==> config.mk <==
export PLATFORM = sky130hd
export DESIGN_NAME = grid_zone_binning
export DESIGN_NICKNAME = d
export VERILOG_FILES = /design/src/hdl/gzb_pkg.sv /design/src/hdl/grid_zone_binning.sv /design/src/hdl/gzb_ctrl.sv /design/src/hdl/gzb_datapath.sv
export SDC_FILE = /design/constraint.sdc
export NUM_CORES = 1
export LEC_CHECK = 0
export BUFFER_PORTS_ARGS = -buffer_cell sky130_fd_sc_hd__buf_4
export CAP_MARGIN = 25
export CELL_PAD_IN_SITES_DETAIL_PLACEMENT = 1
export CELL_PAD_IN_SITES_GLOBAL_PLACEMENT = 1
export CORE_UTILIZATION = 54
export DETAILED_ROUTE_END_ITERATION = 6
export GPL_TIMING_DRIVEN = 0
export MAX_ROUTING_LAYER = met4
export PLACE_DENSITY_LB_ADDON = 0.25
export RECOVER_POWER = 50
export SLEW_MARGIN = 15
export SYNTH_ARGS = -nofsm -noshare
export SYNTH_HDL_FRONTEND = slang
export SYNTH_SLANG_ARGS = --single-unit
==> constraint.sdc <==
create_clock -name clk -period 7.59 [get_ports clk]
set_clock_uncertainty 0.2 [all_clocks]
set_input_delay 1.518 -clock clk [delete_from_list [all_inputs] [get_ports clk]]
set_output_delay 1.518 -clock clk [all_outputs]
set_load 0.02 [all_outputs]
==> src/hdl/gzb_pkg.sv <==
package gzb_pkg;

  // grid geometry
  localparam int GRID_COLS   = 4;
  localparam int GRID_ROWS   = 4;
  localparam int MAX_PLANES  = 256;
  localparam int ZONE_COUNT  = GRID_COLS * GRID_ROWS;
  localparam int MAX_RESULTS = 16;

  localparam int ZONE_W    = (ZONE_COUNT > 1) ? $clog2(ZONE_COUNT) : 1;
  localparam int PLANE_W   = (MAX_PLANES > 1) ? $clog2(MAX_PLANES) : 1;
  localparam int FILL_W    = $clog2(MAX_PLANES + 1);
  localparam int MEM_DEPTH = ZONE_COUNT * MAX_PLANES;
  localparam int MEM_AW    = (MEM_DEPTH > 1) ? $clog2(MEM_DEPTH) : 1;
  localparam int RES_CNT_W = $clog2(MAX_RESULTS + 1);

  // field widths
  localparam int SCR_W     = 12;
  localparam int ID_W      = 8;
  localparam int POS_W     = 13;
  localparam int SIZE_W    = 9;
  localparam int COORD_W   = 14;
  localparam int ZIDX_W    = 4;
  localparam int SLOT_W    = 8;

  // zone size by reciprocal multiply: estimate is exact or one short
  localparam int DIV_SHIFT  = 16;
  localparam int RECIP_W    = DIV_SHIFT + 1;
  localparam int PROD_W     = SCR_W + RECIP_W;
  localparam int COLS_RECIP = (1 << DIV_SHIFT) / GRID_COLS;
  localparam int ROWS_RECIP = (1 << DIV_SHIFT) / GRID_ROWS;
  localparam int REM_W      = SCR_W + 5;

  localparam logic [SCR_W-1:0] SCR_W_RESET = SCR_W'(800);
  localparam logic [SCR_W-1:0] SCR_H_RESET = SCR_W'(600);

  // register indexes
  localparam int CFG_IDX_W = 1;
  localparam logic [CFG_IDX_W-1:0] CFG_SCREEN_WIDTH  = 1'b0;
  localparam logic [CFG_IDX_W-1:0] CFG_SCREEN_HEIGHT = 1'b1;

  // item kinds
  localparam logic OP_CLEAR  = 1'b0;
  localparam logic OP_INSERT = 1'b1;

  typedef logic signed [COORD_W-1:0] coord_t;

  typedef struct packed {
    logic                     op;
    logic [ID_W-1:0]          plane_id;
    logic signed [POS_W-1:0]  plane_left;
    logic signed [POS_W-1:0]  plane_top;
    logic [SIZE_W-1:0]        plane_width;
    logic [SIZE_W-1:0]        plane_height;
  } item_t;

  typedef struct packed {
    logic load;
    logic size_est;
    logic size_fix;
    logic mask;
    logic walk;
  } cmd_t;

  typedef struct packed {
    logic walk_done;
  } sts_t;

  function automatic logic in_span(coord_t a, coord_t b, coord_t lo, coord_t hi);
    return ((a >= lo) && (a <= hi)) || ((b >= lo) && (b <= hi));
  endfunction

endpackage

==> src/hdl/grid_zone_binning.sv <==
// channel  | dir | handshake            | payload
// ---------+-----+----------------------+---------------------------------------------
// in_      | in  | in_tvalid/in_tready  | tuser: op; tdata: id, left, top, width, height
// out_     | out | out_tvalid/out_tready| tuser: hit, overflow; tdata: zone, slot; tlast
// cfg_     | in  | cfg_valid/cfg_ready  | cfg_index, cfg_data (screen width / height)
//
// an item goes through setup steps (zone size estimate, correction, zone mask), then a
// walk of one hit zone per cycle while results are taken, at least one: a clear or a miss
// gives one empty result. a hit zone with room gets one fill counter update and one store write.
// reset gives an 800 by 600 field and empty zone lists; the member store is not cleared.
// the walk pauses while the output register holds a result that is not taken.
module grid_zone_binning (
  input  logic                           clk,
  input  logic                           rst_n,
  input  logic                           in_tvalid,
  output logic                           in_tready,
  input  logic [55:0]                    in_tdata,   // plane_id, plane_left, plane_top,
                                                     // plane_width, plane_height, zero pad
  input  logic                           in_tuser,   // op
  output logic                           out_tvalid,
  input  logic                           out_tready,
  output logic [15:0]                    out_tdata,  // zone_index, slot, zero pad
  output logic [1:0]                     out_tuser,  // hit, overflow
  output logic                           out_tlast,
  input  logic                           cfg_valid,
  output logic                           cfg_ready,
  input  logic [gzb_pkg::CFG_IDX_W-1:0]  cfg_index,
  input  logic [gzb_pkg::SCR_W-1:0]      cfg_data
);
  import gzb_pkg::*;

  item_t             item;
  cmd_t              cmd;
  sts_t              sts;
  logic [ZIDX_W-1:0] zone;
  logic [SLOT_W-1:0] slot;
  logic              hit, ovf;

  assign cfg_ready = 1'b1;

  assign item.op           = in_tuser;
  assign item.plane_id     = in_tdata[7:0];
  assign item.plane_left   = in_tdata[20:8];
  assign item.plane_top    = in_tdata[33:21];
  assign item.plane_width  = in_tdata[42:34];
  assign item.plane_height = in_tdata[51:43];

  gzb_ctrl u_ctrl (
    .clk       (clk),
    .rst_n     (rst_n),
    .in_tvalid (in_tvalid),
    .in_tready (in_tready),
    .cmd       (cmd),
    .sts       (sts)
  );

  gzb_datapath u_dp (
    .clk       (clk),
    .rst_n     (rst_n),
    .cfg_wr    (cfg_valid && cfg_ready),
    .cfg_index (cfg_index),
    .cfg_data  (cfg_data),
    .item      (item),
    .cmd       (cmd),
    .sts       (sts),
    .out_ready (out_tready),
    .out_valid (out_tvalid),
    .out_zone  (zone),
    .out_slot  (slot),
    .out_hit   (hit),
    .out_ovf   (ovf),
    .out_last  (out_tlast)
  );

  assign out_tdata = {4'b0000, slot, zone};
  assign out_tuser = {ovf, hit};

endmodule

==> src/hdl/gzb_ctrl.sv <==
module gzb_ctrl (
  input  logic          clk,
  input  logic          rst_n,
  input  logic          in_tvalid,
  output logic          in_tready,
  output gzb_pkg::cmd_t cmd,
  input  gzb_pkg::sts_t sts
);
  import gzb_pkg::*;

  typedef enum logic [4:0] {
    ST_IDLE = 5'b00001,
    ST_EST  = 5'b00010,
    ST_FIX  = 5'b00100,
    ST_MASK = 5'b01000,
    ST_WALK = 5'b10000
  } state_t;

  state_t state_r, state_nxt;

  assign in_tready = (state_r == ST_IDLE);

  always_comb begin
    state_nxt = state_r;
    case (state_r)
      ST_IDLE: if (in_tvalid) state_nxt = ST_EST;
      ST_EST:  state_nxt = ST_FIX;
      ST_FIX:  state_nxt = ST_MASK;
      ST_MASK: state_nxt = ST_WALK;
      ST_WALK: if (sts.walk_done) state_nxt = ST_IDLE;
      default: state_nxt = ST_IDLE;
    endcase
  end

  always_comb begin
    cmd          = '0;
    cmd.load     = in_tvalid && (state_r == ST_IDLE);
    cmd.size_est = (state_r == ST_EST);
    cmd.size_fix = (state_r == ST_FIX);
    cmd.mask     = (state_r == ST_MASK);
    cmd.walk     = (state_r == ST_WALK);
  end

  always_ff @(posedge clk) begin
    if (!rst_n) begin
      state_r <= ST_IDLE;
    end else begin
      state_r <= state_nxt;
    end
  end

  a_done_in_walk: assert property (@(posedge clk) disable iff (!rst_n)
    sts.walk_done |-> state_r == ST_WALK)
    else $error("walk finished outside the walk state");

  a_accept_starts: assert property (@(posedge clk) disable iff (!rst_n)
    (in_tvalid && in_tready) |=> state_r == ST_EST)
    else $error("accepted item did not start the sizing step");

  a_walk_exit: assert property (@(posedge clk) disable iff (!rst_n)
    (state_r == ST_WALK && sts.walk_done) |=> in_tready)
    else $error("input not reopened after the last zone");

endmodule

==> src/hdl/gzb_datapath.sv <==
module gzb_datapath (
  input  logic                              clk,
  input  logic                              rst_n,
  input  logic                              cfg_wr,
  input  logic [gzb_pkg::CFG_IDX_W-1:0]     cfg_index,
  input  logic [gzb_pkg::SCR_W-1:0]         cfg_data,
  input  gzb_pkg::item_t                    item,
  input  gzb_pkg::cmd_t                     cmd,
  output gzb_pkg::sts_t                     sts,
  input  logic                              out_ready,
  output logic                              out_valid,
  output logic [gzb_pkg::ZIDX_W-1:0]        out_zone,
  output logic [gzb_pkg::SLOT_W-1:0]        out_slot,
  output logic                              out_hit,
  output logic                              out_ovf,
  output logic                              out_last
);
  import gzb_pkg::*;

  logic [SCR_W-1:0]      scr_w_r, scr_h_r;
  logic                  op_r;
  logic [ID_W-1:0]       id_r;
  coord_t                x0_r, x1_r, y0_r, y1_r;
  logic [SCR_W-1:0]      zw_est_r, zh_est_r, zw_r, zh_r;
  logic [ZONE_COUNT-1:0] pend_r;
  logic [RES_CNT_W-1:0]  cnt_r;
  logic [FILL_W-1:0]     fill_r [ZONE_COUNT];
  logic [ID_W-1:0]       members [MEM_DEPTH];

  logic                  out_valid_r;
  logic [ZIDX_W-1:0]     out_zone_r;
  logic [SLOT_W-1:0]     out_slot_r;
  logic                  out_hit_r, out_ovf_r, out_last_r;

  logic [PROD_W-1:0]     w_prod, h_prod;
  logic [REM_W-1:0]      w_rem, h_rem;
  logic [GRID_COLS-1:0]  col_hit;
  logic [GRID_ROWS-1:0]  row_hit;
  logic [ZONE_COUNT-1:0] zmask;
  coord_t                lo, hi;

  logic [ZONE_W-1:0]     cur_z;
  logic [ZONE_COUNT-1:0] cur_oh, rest;
  logic                  any, full, step, report, last_c, done;
  logic [FILL_W-1:0]     fill_cur;
  logic [MEM_AW-1:0]     mem_addr;

  // zone size estimate, then one correction
  assign w_prod = PROD_W'(scr_w_r) * PROD_W'(COLS_RECIP);
  assign h_prod = PROD_W'(scr_h_r) * PROD_W'(ROWS_RECIP);
  assign w_rem  = REM_W'(scr_w_r) - REM_W'(zw_est_r) * REM_W'(GRID_COLS);
  assign h_rem  = REM_W'(scr_h_r) - REM_W'(zh_est_r) * REM_W'(GRID_ROWS);

  // one lane per column and per row, bounds inclusive on both sides
  always_comb begin
    col_hit = '0;
    row_hit = '0;
    lo      = '0;
    hi      = '0;
    for (int c = 0; c < GRID_COLS; c++) begin
      lo = COORD_W'(SCR_W'(SCR_W'(c) * zw_r));
      hi = lo + COORD_W'(zw_r);
      col_hit[c] = in_span(x0_r, x1_r, lo, hi);
    end
    for (int r = 0; r < GRID_ROWS; r++) begin
      lo = COORD_W'(SCR_W'(SCR_W'(r) * zh_r));
      hi = lo + COORD_W'(zh_r);
      row_hit[r] = in_span(y0_r, y1_r, lo, hi);
    end
    for (int r = 0; r < GRID_ROWS; r++) begin
      for (int c = 0; c < GRID_COLS; c++) begin
        zmask[r*GRID_COLS + c] = row_hit[r] && col_hit[c] && (op_r == OP_INSERT);
      end
    end
  end

  // lowest pending zone first, so results come in zone order
  always_comb begin
    cur_z = '0;
    for (int i = ZONE_COUNT - 1; i >= 0; i--) begin
      if (pend_r[i]) cur_z = ZONE_W'(i);
    end
  end

  assign cur_oh   = ZONE_COUNT'(1) << cur_z;
  assign rest     = pend_r & ~cur_oh;
  assign any      = |pend_r;
  assign fill_cur = fill_r[cur_z];
  assign full     = fill_cur >= FILL_W'(MAX_PLANES);
  assign step     = cmd.walk && (!out_valid_r || out_ready);
  assign report   = cnt_r < RES_CNT_W'(MAX_RESULTS);
  assign last_c   = !any || (rest == '0) || (cnt_r == RES_CNT_W'(MAX_RESULTS - 1));
  assign done     = step && (!any || (rest == '0));
  assign mem_addr = MEM_AW'(cur_z) * MEM_AW'(MAX_PLANES) + MEM_AW'(fill_cur);

  assign sts.walk_done = done;

  always_ff @(posedge clk) begin
    if (!rst_n) begin
      scr_w_r <= SCR_W_RESET;
      scr_h_r <= SCR_H_RESET;
    end else if (cfg_wr) begin
      case (cfg_index)
        CFG_SCREEN_WIDTH:  scr_w_r <= cfg_data;
        CFG_SCREEN_HEIGHT: scr_h_r <= cfg_data;
        default: ;
      endcase
    end
  end

  always_ff @(posedge clk) begin
    if (cmd.load) begin
      op_r <= item.op;
      id_r <= item.plane_id;
      x0_r <= COORD_W'(item.plane_left);
      y0_r <= COORD_W'(item.plane_top);
      x1_r <= COORD_W'(item.plane_left) + COORD_W'(item.plane_width);
      y1_r <= COORD_W'(item.plane_top) + COORD_W'(item.plane_height);
    end
    if (cmd.size_est) begin
      zw_est_r <= SCR_W'(w_prod >> DIV_SHIFT);
      zh_est_r <= SCR_W'(h_prod >> DIV_SHIFT);
    end
    if (cmd.size_fix) begin
      zw_r <= (w_rem >= REM_W'(GRID_COLS)) ? zw_est_r + 1'b1 : zw_est_r;
      zh_r <= (h_rem >= REM_W'(GRID_ROWS)) ? zh_est_r + 1'b1 : zh_est_r;
    end
    if (step && report) begin
      out_zone_r <= any ? ZIDX_W'(cur_z) : '0;
      out_slot_r <= (any && !full) ? SLOT_W'(fill_cur) : '0;
      out_hit_r  <= any;
      out_ovf_r  <= any && full;
      out_last_r <= last_c;
    end
  end

  always_ff @(posedge clk) begin
    if (!rst_n) begin
      pend_r      <= '0;
      cnt_r       <= '0;
      out_valid_r <= 1'b0;
      for (int i = 0; i < ZONE_COUNT; i++) begin
        fill_r[i] <= '0;
      end
    end else begin
      out_valid_r <= (out_valid_r && !out_ready) || (step && report);
      if (cmd.mask) begin
        pend_r <= zmask;
        cnt_r  <= '0;
      end else if (step) begin
        pend_r <= rest;
        if (report) cnt_r <= cnt_r + 1'b1;
        if (!any && (op_r == OP_CLEAR)) begin
          for (int i = 0; i < ZONE_COUNT; i++) begin
            fill_r[i] <= '0;
          end
        end else if (any && !full) begin
          fill_r[cur_z] <= fill_cur + 1'b1;
        end
      end
    end
  end

  // member store: append only
  always_ff @(posedge clk) begin
    if (step && any && !full) begin
      members[mem_addr] <= id_r;
    end
  end

  assign out_valid = out_valid_r;
  assign out_zone  = out_zone_r;
  assign out_slot  = out_slot_r;
  assign out_hit   = out_hit_r;
  assign out_ovf   = out_ovf_r;
  assign out_last  = out_last_r;

  a_empty_only_first: assert property (@(posedge clk) disable iff (!rst_n)
    (step && !any) |-> cnt_r == '0)
    else $error("empty zone set seen after results were sent");

  a_cnt_bound: assert property (@(posedge clk) disable iff (!rst_n)
    cnt_r <= RES_CNT_W'(MAX_RESULTS))
    else $error("result count past its limit");

  a_report_loads_out: assert property (@(posedge clk) disable iff (!rst_n)
    (step && report) |=> out_valid_r)
    else $error("reported zone did not reach the output register");

endmodule

==> impl_results.md <==
- Status: finished with violations
- Failing checks: max-capacitance violations, max-slew violations
- Longest Clk Path Bufs: 3
- Most common cell in the netlist: ha_1
- EDFF count, synth: ~260
- CP peak stage delay: between 1000 and 1500 ps
- Final hold vios: 0
- CP Max Fanout: 10
- Initial DRT Pass Iterations: 5
- Clk sink count: 303
- Layout cells sized above 1: 0.0682
- Grt total ovfl: 0
- Per-cell routed wire length: about 24 µm
- Die area: ~39,000 µm²
- Area grow syn2layout: 10.3%
- Setup ws final: 693 ps
- Largest area contributor in the netlist: edfxtp_1
- Clk Latency, worst-skew pair: around 560 ps
- Post-Syn Instances: around 2,100
- Achievable Freq: between 100 and 150 MHz
- Async S/R FF share, synth: 0
- Die span in y: 198 µm
- Critical Path, Cell by Cell: or2_1 > clkbuf_1 > nor3_1 > nand2_1 > nor2_1 > nand3_1 > a21o_1 > o2111ai_1 > buf_4 > clkbuf_1 > ha_1 > inv_1 > or3_1 > nor3_2 > buf_2 > nor2b_1
- Tmin final: between 6000 and 7000 ps
- Core Region: 37,800 µm²
- I/O pins: 97
- Worst VDD drop: 202 µV
- HPWL Detailed: around 50,000 µm
- Iteration-0 DRC count of the detailed router: 1,134
- Post-CTS setup buffer count: 0
- Initial core utilization: 0.551
- Cell Area, Synth: 20,800 µm²
- CTS tree: built
- Top cells by count, synth: 264 x ha_1, 256 x edfxtp_1, 165 x nand2_1
- Post-route cell area: roughly 23,000 µm²
- Slew @ Worst Pin: 3860 ps
- Pin count of the biggest net entering global routing: 56
- Port Buf Inserts: a little under 80
- Seq. cell area: approximately 8600 µm²
- Fin Setup TNS: 0 ps
- Ys Warns: 0
- Leak: just under 10 nW
- Total CTS buffers: 35
- Hold Crit Class: register to register
- Yosys top cell area share: 0.369
- RSZ-0062 raised after global routing: no
- WL final: around 66,000 µm
- CP arrival: 7070 ps
- Sequential area share after synthesis: 0.415
- Final nets: about 2,500
- Total Routing Usage GR: 0.349
- Root Driver: clkbuf_16
- CP dominant cell by count: clkbuf_1
- Final RePlAce weighted congestion: 0.955
- Slew margin rel.: -1.58
- Initial antenna violation count: 1
- Fin cells: about 2,700
- Dpl cell area: roughly 22,000 µm²
- Pre-CTS WS: roughly 1600 ps
- Setup Viol. Count Final: 0
- Required time worst endpoint: 7770 ps
- Via count: about 17,000
- Row count: 71
- Area contributors post-synth: edfxtp_1 37%, ha_1 16%, dfxtp_1 4.5%
- Final core occ: 0.608
- Fin. max-slew vios: 56
- Antenna viol nets, final: 0
- Top FF cell, synth: edfxtp_1
- Netlist cell types: between 80 and 90
- CTS Hold Bufs: 0
- CP startpoint kind: register
- Remaining DRCs: 0
- Crit. End Element: register
- CP max-delay cell: nor3_1
- Fillers: between 4,000 and 5,000
- Via/cell ratio: between 6 and 7
- Tcrit/Tclk final: 0.909
- PostCTS Resize Cnt: 0
- Critical path class: register to register
- Seq cells post-synth: approximately 300
- Die X: 198 µm
- Inst Count DP: between 2,000 and 3,000
- First-pass GRT wire length: ~100,000 µm
- H-tree depth: 2
- Syn avg cell area: 10.0 µm²
- Max-Cap Viols: 1
- Vias in the first global route: between 15,000 and 20,000
- Clk slew on worst S/H paths: about 60 ps
- Pwr per Cell Area: ~180 nW/µm²
- Area of the multi-input gates: about 11,000 µm²
[registers in the layout (all words and copies together) (netlist names), 5 cells and up]
name,count
u_dp.zw_est_r,10
u_dp.zw_r,11
u_dp.y1_r,14
u_dp.x1_r,14
u_dp.zh_r,11
u_dp.cnt_r,5
u_dp.out_slot,8
u_ctrl.state_r,5
u_dp.scr_w_r,10
u_dp.x0_r,13
u_dp.y0_r,13
u_dp.fill_r,144
u_dp.zh_est_r,10
u_dp.pend_r,16
u_dp.scr_h_r,10
[cells in the final DEF (no fill, tap or decap), types with 30 or more instances in the layout]
cell / netlist / routed
ha_1: 264 / 264
edfxtp_1: 256 / 256
nand2_1: 165 / 165
nor2_1: 155 / 155
inv_1: 137 / 137
a21oi_1: 111 / 111
o21ai_0: 101 / 102
nor3_1: 93 / 96
clkbuf_1: 27 / 79
xnor2_1: 55 / 56
nand3_1: 51 / 51
dfxtp_1: 47 / 47
nor2b_1: 45 / 45
mux2i_1: 45 / 45
a21o_1: 44 / 44
buf_4: 11 / 40
clkbuf_16: 0 / 36
o21a_1: 33 / 33
nand4_1: 30 / 30
[per-stage QoR]
step	total power [mW]	hold slack [ps]
after floorplan	2.28	230
after global placement	2.43	257
after detailed placement	2.47	263
after CTS	4.10	285
after global routing	4.22	298
final	4.09	283
[report_power, final]
| part | internal, mW | switching [mW] |
|---|---|---|
| combinational | 0.195 | 0.293 |
| clock | 0.943 | 0.699 |
| sequential | 1.88 | 0.0747 |
[final cells by class]
class	count	area share
Antenna cell	1	0.000109
Buffer	58	0.0139
Clock buffer	43	0.0404
Clock inverter	18	0.00736
Inverter	139	0.0227
Multi-Input combinational cell	1574	0.493
Sequential cell	303	0.376
Tap cell	511	0.0278
Timing Repair Buffer	80	0.0189
[routing by layer]
metal  GRT usage  share of wire  vias up
li1            -              -     7947
met1       0.437           0.43     8520
met2       0.581           0.49      511
met3      0.0395          0.048      148
met4       0.127          0.035        0
met5           -              0        -
[critical path: cells and delay by family (launching register included)]
| family | cells | cell delay [ps] |
|---|---|---|
| AND/OR/NAND/NOR | 8 | 3730 |
| AO/OA/AOI/OAI | 2 | 510 |
| flip-flops | 1 | 360 |
| adder cells (fa/ha/maj) | 1 | 380 |
| buffers and inverters | 5 | 1560 |
[worst paths after layout]
check                  start                 to  slack (ps)  depth (start not counted)
max reg2reg   u_dp.pend_r[0]  u_dp.fill_r[8][8]         690                         16
min          u_dp.scr_h_r[4]   u_dp.zh_est_r[2]         280                          0
min reg2reg  u_dp.scr_h_r[4]   u_dp.zh_est_r[2]         280                          0
max           u_dp.pend_r[0]  u_dp.fill_r[8][8]         690                         16
[cells by family after synthesis]
kind of cell               after synthesis  synth area share
and+or+nand+nor                        676             0.162
other                                    2          0.000361
AOI/OAI and AO/OA                      484             0.156
xor gates and xnor gates                85            0.0361
muxes                                   51            0.0249
adders and majority gates              273             0.166
buffers and inverters                  197            0.0405
DFF                                    303             0.415
Power figures use the tool's default switching activity.
